--- src/rtl/rrl_pkg.sv ---
`default_nettype none

package rrl_pkg;

    localparam int DEV_W  = 16;
    localparam int TIME_W = 32;
    localparam int SLOT_W = 5;
    localparam int OUT_W  = 2;

    localparam logic [TIME_W-1:0] INTERVAL_RESET = 32'd10000;
    localparam logic [TIME_W-1:0] TIME_ALL_ONES  = 32'hFFFF_FFFF;

    typedef enum logic [OUT_W-1:0] {
        OUT_REFRESH = 2'd0,
        OUT_DROP    = 2'd1,
        OUT_FREE    = 2'd2,
        OUT_EVICT   = 2'd3
    } t_outcome;

    typedef enum logic [1:0] {
        S_IDLE,
        S_SCAN,
        S_LAST,
        S_WRITE
    } t_state;

    typedef struct packed {
        logic              accepted;
        t_outcome          outcome;
        logic [SLOT_W-1:0] slot;
    } t_result;

endpackage

`default_nettype wire

--- src/rtl/rrl_if.sv ---
`default_nettype none

interface rrl_in_if;
    logic                        valid;
    logic                        ready;
    logic [rrl_pkg::DEV_W-1:0]   node_id;
    logic [rrl_pkg::TIME_W-1:0]  now_ms;

    modport source (output valid, output node_id, output now_ms, input ready);
    modport sink (input valid, input node_id, input now_ms, output ready);
endinterface

interface rrl_out_if;
    logic                        valid;
    logic                        ready;
    logic                        accepted;
    logic [rrl_pkg::OUT_W-1:0]   outcome;
    logic [rrl_pkg::SLOT_W-1:0]  slot;

    modport source (output valid, output accepted, output outcome, output slot,
                    input ready);
    modport sink (input valid, input accepted, input outcome, input slot,
                  output ready);
endinterface

interface rrl_cfg_if;
    logic                        valid;
    logic                        ready;
    logic [rrl_pkg::TIME_W-1:0]  min_interval_ms;

    modport source (output valid, output min_interval_ms, input ready);
    modport sink (input valid, input min_interval_ms, output ready);
endinterface

`default_nettype wire

--- src/rtl/rrl_ram.sv ---
`default_nettype none

module rrl_ram #(
    parameter int WIDTH = 48,
    parameter int DEPTH = 32
) (
    input  wire logic                     i_clk,
    input  wire logic                     i_wr_en,
    input  wire logic [$clog2(DEPTH)-1:0] i_wr_addr,
    input  wire logic [WIDTH-1:0]         i_wr_data,
    input  wire logic                     i_rd_en,
    input  wire logic [$clog2(DEPTH)-1:0] i_rd_addr,
    output logic      [WIDTH-1:0]         o_rd_data
);

    logic [WIDTH-1:0] r_mem [DEPTH];

    always_ff @(posedge i_clk) begin
        if (i_wr_en) begin
            r_mem[i_wr_addr] <= i_wr_data;
        end
        if (i_rd_en) begin
            o_rd_data <= r_mem[i_rd_addr];
        end
    end

endmodule

`default_nettype wire

--- src/rtl/rrl_ctrl.sv ---
`default_nettype none

module rrl_ctrl #(
    parameter int ENTRIES = 32
) (
    input  wire logic                         i_clk,
    input  wire logic                         i_rst_n,
    input  wire logic                         i_start,
    input  wire logic [rrl_pkg::DEV_W-1:0]    i_node_id,
    input  wire logic [rrl_pkg::TIME_W-1:0]   i_now_ms,
    input  wire logic [rrl_pkg::TIME_W-1:0]   i_min_interval,
    input  wire logic                         i_res_free,
    output logic                              o_idle,
    output logic                              o_res_valid,
    output rrl_pkg::t_result                  o_res
);

    import rrl_pkg::*;

    localparam int IDX_W = $clog2(ENTRIES);
    localparam int MEM_W = DEV_W + TIME_W;
    localparam logic [IDX_W-1:0] LAST_IDX = IDX_W'(ENTRIES - 1);

    t_state r_state, n_state;

    logic [ENTRIES-1:0] r_valid;
    logic [IDX_W-1:0]   r_rd_idx;
    logic [IDX_W-1:0]   r_cmp_idx;
    logic               r_cmp_vld;

    logic [DEV_W-1:0]   r_dev;
    logic [TIME_W-1:0]  r_now;

    logic               r_hit;
    logic [IDX_W-1:0]   r_hit_idx;
    logic [TIME_W-1:0]  r_hit_time;
    logic               r_free;
    logic [IDX_W-1:0]   r_free_idx;
    logic [IDX_W-1:0]   r_victim;
    logic [TIME_W-1:0]  r_oldest;

    logic               rd_en;
    logic               wr_en;
    logic [IDX_W-1:0]   wr_idx;
    logic [MEM_W-1:0]   rd_data;
    logic [DEV_W-1:0]   rd_dev;
    logic [TIME_W-1:0]  rd_time;
    logic               cmp_valid;
    logic [TIME_W-1:0]  age;
    logic               drop;
    t_outcome           outcome;

    assign rd_dev    = rd_data[TIME_W +: DEV_W];
    assign rd_time   = rd_data[TIME_W-1:0];
    assign cmp_valid = r_valid[r_cmp_idx];
    assign age       = r_now - r_hit_time;

    rrl_ram #(
        .WIDTH(MEM_W),
        .DEPTH(ENTRIES)
    ) u_ram (
        .i_clk    (i_clk),
        .i_wr_en  (wr_en),
        .i_wr_addr(wr_idx),
        .i_wr_data({r_dev, r_now}),
        .i_rd_en  (rd_en),
        .i_rd_addr(r_rd_idx),
        .o_rd_data(rd_data)
    );

    always_comb begin
        n_state = r_state;
        unique case (r_state)
            S_IDLE: begin
                if (i_start) begin
                    n_state = S_SCAN;
                end
            end
            S_SCAN: begin
                if (r_rd_idx == LAST_IDX) begin
                    n_state = S_LAST;
                end
            end
            S_LAST: begin
                n_state = S_WRITE;
            end
            S_WRITE: begin
                if (i_res_free) begin
                    n_state = S_IDLE;
                end
            end
            default: begin
                n_state = S_IDLE;
            end
        endcase
    end

    always_comb begin
        drop    = 1'b0;
        wr_idx  = r_victim;
        outcome = OUT_EVICT;
        if (r_hit) begin
            wr_idx  = r_hit_idx;
            drop    = (age < i_min_interval);
            outcome = drop ? OUT_DROP : OUT_REFRESH;
        end else if (r_free) begin
            wr_idx  = r_free_idx;
            outcome = OUT_FREE;
        end
        o_idle      = (r_state == S_IDLE);
        rd_en       = (r_state == S_SCAN);
        o_res_valid = (r_state == S_WRITE) && i_res_free;
        wr_en       = o_res_valid && !drop;
        o_res.accepted = !drop;
        o_res.outcome  = outcome;
        o_res.slot     = SLOT_W'(wr_idx);
    end

    always_ff @(posedge i_clk) begin
        if (!i_rst_n) begin
            r_state   <= S_IDLE;
            r_valid   <= '0;
            r_cmp_vld <= 1'b0;
        end else begin
            r_state   <= n_state;
            r_cmp_vld <= rd_en;
            if (wr_en) begin
                r_valid[wr_idx] <= 1'b1;
            end
        end
    end

    always_ff @(posedge i_clk) begin
        if (r_state == S_IDLE && i_start) begin
            r_dev    <= i_node_id;
            r_now    <= i_now_ms;
            r_rd_idx <= '0;
            r_hit    <= 1'b0;
            r_free   <= 1'b0;
            r_victim <= '0;
            r_oldest <= TIME_ALL_ONES;
        end else begin
            if (rd_en) begin
                r_rd_idx <= r_rd_idx + 1'b1;
            end
            if (r_cmp_vld) begin
                if (cmp_valid && rd_dev == r_dev && !r_hit) begin
                    r_hit      <= 1'b1;
                    r_hit_idx  <= r_cmp_idx;
                    r_hit_time <= rd_time;
                end
                if (!cmp_valid && !r_free) begin
                    r_free     <= 1'b1;
                    r_free_idx <= r_cmp_idx;
                end
                if (cmp_valid && rd_time < r_oldest) begin
                    r_oldest <= rd_time;
                    r_victim <= r_cmp_idx;
                end
            end
        end
        r_cmp_idx <= r_rd_idx;
    end

endmodule

`default_nettype wire

--- src/rtl/report_rate_limit_table.sv ---
// Per-device report rate limiter with a table of ENTRIES tracked devices.
// Input channel i_in carries one report (node_id, now_ms) per transaction.
// Output channel o_out carries exactly one result per report: accepted,
// outcome (refreshed, dropped duplicate, new in free entry, new by eviction)
// and the table slot used. Channel i_cfg writes min_interval_ms; it is always
// ready and must only be written while the block is idle.
// The device and time of each entry live in one synchronous RAM, and every
// report walks all entries through its single read port, one per cycle.
// A report is scanned, compared in a last step and written back before its
// result is registered; the next report is taken only once the block is idle.
// The result waits in an output register while the next report is scanned.
// If the receiver stalls, the block finishes the scan and holds in its
// write-back step until the output register is free again.
// Reset clears the valid bits of all entries at once, empties the output
// register and sets min_interval_ms to 10000; no clearing pass is needed.
`default_nettype none

module report_rate_limit_table #(
    parameter int ENTRIES = 32
) (
    input  wire logic     i_clk,
    input  wire logic     i_rst_n,
    rrl_in_if.sink        i_in,
    rrl_cfg_if.sink       i_cfg,
    rrl_out_if.source     o_out
);

    import rrl_pkg::*;

    logic [TIME_W-1:0] r_interval;
    logic              r_out_valid;
    t_result           r_out;

    logic              idle;
    logic              res_valid;
    t_result           res;

    assign i_in.ready  = idle;
    assign i_cfg.ready = 1'b1;

    rrl_ctrl #(
        .ENTRIES(ENTRIES)
    ) u_ctrl (
        .i_clk         (i_clk),
        .i_rst_n       (i_rst_n),
        .i_start       (i_in.valid && idle),
        .i_node_id     (i_in.node_id),
        .i_now_ms      (i_in.now_ms),
        .i_min_interval(r_interval),
        .i_res_free    (!r_out_valid),
        .o_idle        (idle),
        .o_res_valid   (res_valid),
        .o_res         (res)
    );

    always_ff @(posedge i_clk) begin
        if (!i_rst_n) begin
            r_interval  <= INTERVAL_RESET;
            r_out_valid <= 1'b0;
        end else begin
            if (i_cfg.valid) begin
                r_interval <= i_cfg.min_interval_ms;
            end
            if (res_valid) begin
                r_out_valid <= 1'b1;
            end else if (o_out.ready) begin
                r_out_valid <= 1'b0;
            end
        end
    end

    always_ff @(posedge i_clk) begin
        if (res_valid) begin
            r_out <= res;
        end
    end

    assign o_out.valid    = r_out_valid;
    assign o_out.accepted = r_out.accepted;
    assign o_out.outcome  = r_out.outcome;
    assign o_out.slot     = r_out.slot;

endmodule

`default_nettype wire

--- src/flat_wrapper.sv ---
// flat-port wrapper written by rule: the top's interface ports become plain ports
module report_rate_limit_table_flat import rrl_pkg::*;
#(
    parameter int ENTRIES = 32
)
  (i_clk, i_rst_n, i_in_valid, i_in_node_id, i_in_now_ms, i_in_ready, i_cfg_valid, i_cfg_min_interval_ms, i_cfg_ready, o_out_valid, o_out_accepted, o_out_outcome, o_out_slot, o_out_ready);
  rrl_in_if i_in_i ();
  rrl_cfg_if i_cfg_i ();
  rrl_out_if o_out_i ();
  input  wire logic i_clk;
  input  wire logic i_rst_n;
  input wire logic [$bits(i_in_i.valid)-1:0] i_in_valid;
  input wire logic [$bits(i_in_i.node_id)-1:0] i_in_node_id;
  input wire logic [$bits(i_in_i.now_ms)-1:0] i_in_now_ms;
  output wire logic [$bits(i_in_i.ready)-1:0] i_in_ready;
  input wire logic [$bits(i_cfg_i.valid)-1:0] i_cfg_valid;
  input wire logic [$bits(i_cfg_i.min_interval_ms)-1:0] i_cfg_min_interval_ms;
  output wire logic [$bits(i_cfg_i.ready)-1:0] i_cfg_ready;
  output wire logic [$bits(o_out_i.valid)-1:0] o_out_valid;
  output wire logic [$bits(o_out_i.accepted)-1:0] o_out_accepted;
  output wire logic [$bits(o_out_i.outcome)-1:0] o_out_outcome;
  output wire logic [$bits(o_out_i.slot)-1:0] o_out_slot;
  input wire logic [$bits(o_out_i.ready)-1:0] o_out_ready;
  assign i_in_i.valid = i_in_valid;
  assign i_in_i.node_id = i_in_node_id;
  assign i_in_i.now_ms = i_in_now_ms;
  assign i_in_ready = i_in_i.ready;
  assign i_cfg_i.valid = i_cfg_valid;
  assign i_cfg_i.min_interval_ms = i_cfg_min_interval_ms;
  assign i_cfg_ready = i_cfg_i.ready;
  assign o_out_valid = o_out_i.valid;
  assign o_out_accepted = o_out_i.accepted;
  assign o_out_outcome = o_out_i.outcome;
  assign o_out_slot = o_out_i.slot;
  assign o_out_i.ready = o_out_ready;
  report_rate_limit_table #(.ENTRIES(ENTRIES)) u_core (.i_clk(i_clk), .i_rst_n(i_rst_n), .i_in(i_in_i), .i_cfg(i_cfg_i), .o_out(o_out_i));
endmodule
--- config.mk ---
export PLATFORM = sky130hd
export DESIGN_NAME = report_rate_limit_table_flat
export DESIGN_NICKNAME = d
export VERILOG_FILES = /design/src/rtl/rrl_pkg.sv /design/src/rtl/rrl_if.sv /design/src/rtl/rrl_ram.sv /design/src/rtl/rrl_ctrl.sv /design/src/rtl/report_rate_limit_table.sv /design/src/flat_wrapper.sv
export SDC_FILE = /design/constraint.sdc
export NUM_CORES = 2
export LEC_CHECK = 0
export ABC_AREA = 1
export BUFFER_PORTS_ARGS = -buffer_cell sky130_fd_sc_hd__buf_2
export CORE_ASPECT_RATIO = 1.25
export CORE_MARGIN = 2
export CORE_UTILIZATION = 60
export CTS_CLUSTER_DIAMETER = 100
export DETAILED_ROUTE_END_ITERATION = 10
export GPL_TIMING_DRIVEN = 0
export PLACE_DENSITY_LB_ADDON = 0.2
export REMOVE_ABC_BUFFERS = 1
export SLEW_MARGIN = 5
export SYNTH_ARGS = -nofsm -noshare
export SYNTH_HDL_FRONTEND = slang
export SYNTH_SLANG_ARGS = --single-unit
--- constraint.sdc ---
create_clock -name i_clk -period 10.7 [get_ports i_clk]
set_input_delay 0.535 -clock i_clk [delete_from_list [all_inputs] [get_ports i_clk]]
set_output_delay 0.535 -clock i_clk [all_outputs]
set_load 0.03 [all_outputs]
==> impl_results.md <==
* Ys Warns at 0
* CTS HTree Levels at 4
* Final Setup Violations at 0
* Drt drc at 0
* Total power at 0.0193 W
* Drt via density at 6.38
* Starting density of the core at 0.604
* Die width at 315 microns
* Hold crit path type: input pin to flip-flop
* Yosys top cell by area: edfxtp_1
* Die Ht at 392 microns
* Placed cell count at slightly above 7000
* Clk buf depth at 3
* Leakage power at around 27 nW
* WHS at around 0.045 ns
* Most common cell in the synthesized netlist: edfxtp_1
* Arrival @ worst endpoint at just over 7 ns
* I/O pin total at 96
* Remaining antenna violation count after routing at 0
* Row count at about 140
* Fin nets at just under 6000
* Critical path endpoint category: flip-flop
* CTS Buf Count at approximately 170
* Worst setup margin at between 4 and 5 ns
* DP Worst Slack at 4.16 ns
* Post-synth top area share at 0.698
* Sw Share at 0.326
* P_sw at ~0.0063 W
* Max-cap violation count at 0
* Seq cells post-synth at about 1800
* Pin count of the biggest net entering global routing at 161
* Final period util at 0.621
* Maximum vdd drop at around 170 uV
* CTS tree: built
* Final RePlAce weighted congestion at between 0.8 and 0.9
* RSZ-0062 raised after global routing: no
* Post-CTS Resized at 0
* Reg clk slew, reported paths at roughly 0.060 ns
* CTS root buf: clkbuf_16
* Tot GR Track Use at 0.316
* Sequential area share after synthesis at 0.730
* Internal power at around 0.013 W
* Number of global-route vias before repair at 45300
* Initial DRC Count at roughly 6900
* Fin. max-slew vios at 0
* Port buffer count at 94
* Die area at ~0.12 sq mm
* Worst Path Class, Setup: flip-flop to flip-flop
* Grt total ovfl at 0
* Number of flops mapped to enable cells by yosys at between 1500 and 2000
* Non-filler cells, final at between 7000 and 8000
* Flop pwr share at 0.460
* Fmax achieved at roughly 150 MHz
* Max_slew headroom at 0.160
* Worst Setup Start Kind: flip-flop
* Synth Flop Type: edfxtp_1
* Clk pwr share at 0.295
* Synth unique cells at between 50 and 60
* Worst Path Required at roughly 11 ns
* CTS Sinks at 1799
* Detailed placement HPWL at 105000 microns
* DR WL/cell at ~26 microns
* Worst-Skew Late Latency at 0.80 ns
* Status: finished clean
* Crit path max fanout at 34
* Initial antenna violation count at 1
* Ant. Diodes at 0
* Syn avg cell area at 12.6 sq um
* Mapped Cells at roughly 5700
* Core footprint at around 0.12 sq mm
* Dominant cells by area after synthesis: edfxtp_1, o21ai_0, nor2_1
* Power Dens Cells at between 200 and 250 mW/mm^2
* Layout cells sized above 1 at 0.0815
* Most frequent cells after synthesis: edfxtp_1, nor2_1, o21ai_0
* Period minus WS final at about 6.6 ns
* Hold_buf cts at 54
* Area Overhead vs Synth at 12.0%
* Via count at approximately 48000
* Gate power share at 0.244
* Post-Route Utilization at 0.677
* Post-CTS Setup Repair Bufs at 0
* Worst-Margin Slew at between 1 and 1.5 ns
* Post-Syn Area at 0.0724 sq mm
* Hold Violations, Final at 0
* Post-synth ARST share at 0
* Post-route clock skew at between 0.02 and 0.03 ns
* Drt first pass iters at 7
* Drt total wl at between 150000 and 200000 microns
* First-pass GRT wire length at approximately 280000 microns
worst max-delay path: stages (launching register included):
cell and delay [ns]:
edfxtp_1 0.94, inv_1 0.11, ha_1 0.27, inv_1 0.14
fa_1 0.26, nand2_1 0.06, nand2_1 0.06, o21ai_0 0.17
o21ai_0 0.39, nand3_1 0.12, nand2_1 0.17, nand4_1 0.15
nand2_1 0.10, nand2_1 0.05, nand2_1 0.07, inv_1 0.04
ha_1 0.26, nand2_1 0.05, nor2_1 0.18, nand4_1 0.16
nor4_1 0.21, nand2_1 0.11, nand2_1 0.83, nand3_1 0.37
inv_4 0.62, buf_16 0.32
routing by layer:
layer | routed length (microns) | global-route usage
met4 | 9910 | 0.158
met5 | 0 | 0
met2 | 91600 | 0.498
met3 | 19800 | 0.0522
met1 | 75400 | 0.431
metrics by stage:
step | setup TNS, ns | instance area, sq um
3_5_place_dp | 0 | 75300
2_1_floorplan | -1068.18 | 70800
6_report | 0 | 81100
5_1_grt | 0 | 81100
3_3_place_gp | -3334.84 | 73300
4_1_cts | 0 | 81100
area by class of cell:
type	instances	area, sq um
Clock buffer	218	4510
Clock inverter	95	713
Fill cell	8305	38600
Inverter	292	1220
Multi-Input combinational cell	3300	16900
Sequential cell	1799	52900
Tap cell	1584	1980
Timing Repair Buffer	221	2920
state kept, by name, indices dropped and copies added, names as in the netlist:
signal / cells
u_core.u_ctrl.u_ram.r_mem: 1536
u_core.u_ctrl.u_ram.o_rd_data: 48
u_core.r_interval: 32
u_core.u_ctrl.r_hit_time: 32
u_core.u_ctrl.r_now: 32
u_core.u_ctrl.r_oldest: 32
u_core.u_ctrl.r_valid: 32
u_core.u_ctrl.r_dev: 16
u_core.o_out.slot: 5
u_core.u_ctrl.r_cmp_idx: 5
u_core.u_ctrl.r_free_idx: 5
u_core.u_ctrl.r_hit_idx: 5
u_core.u_ctrl.r_rd_idx: 5
u_core.u_ctrl.r_victim: 5
u_core.o_out.outcome: 2
u_core.u_ctrl.r_state: 2
u_core.o_out.accepted: 1
u_core.o_out.valid: 1
u_core.u_ctrl.r_cmp_vld: 1
u_core.u_ctrl.r_free: 1
u_core.u_ctrl.r_hit: 1
kinds of logic after synthesis:
| group | Yosys count | share of synthesized area |
|---|---|---|
| xor+xnor | 32 | 0.00387 |
| other cells | 1 | 0.0000518 |
| fa+ha+maj | 100 | 0.0174 |
| buf+inv | 644 | 0.0369 |
| flops | 1799 | 0.730 |
| simple gates | 1658 | 0.0931 |
| compound gates | 1509 | 0.118 |
power groups by stage:
stage	sequential (W)	combinational, W	clock [W]
2_1_floorplan	0.00908	0.00299	0
3_3_place_gp	0.00947	0.00380	0
3_5_place_dp	0.00903	0.00463	0
4_1_cts	0.00888	0.00467	0.00575
5_1_grt	0.00895	0.00519	0.00602
6_report	0.00890	0.00473	0.00571
final timing paths:
check                                               start  slack [ns]                                 to  depth (start not counted)
worst max-delay path               u_core.u_ctrl.r_now[0]        4.06  u_core.u_ctrl.u_ram.r_mem[12][36]                         25
worst min-delay path            i_cfg_min_interval_ms[20]        0.05              u_core.r_interval[20]                          3
worst max register to register     u_core.u_ctrl.r_now[0]        4.06  u_core.u_ctrl.u_ram.r_mem[12][36]                         25
worst min register to register  u_core.u_ctrl.r_rd_idx[3]        0.45         u_core.u_ctrl.r_cmp_idx[3]                          0
layout by cell type, fill, tap and decap left out, drive strengths merged, types with 6 or more instances in the layout:
master and instances:
o21a 7, clkbuf 218, buf 167, dlygate4sd3 54, o22ai 246, nand2 465, dfxtp 117, nor2 904
inv 298, nor3 12, xor2 23, clkinvlp 6, xnor2 9, nand3 218, o221ai 140, nand4 46
a21oi 150, o21ai 901, o211ai 48, ha 99, bufinv 8, edfxtp 1682, clkinv 75
(Power assumes the default switching activity.)
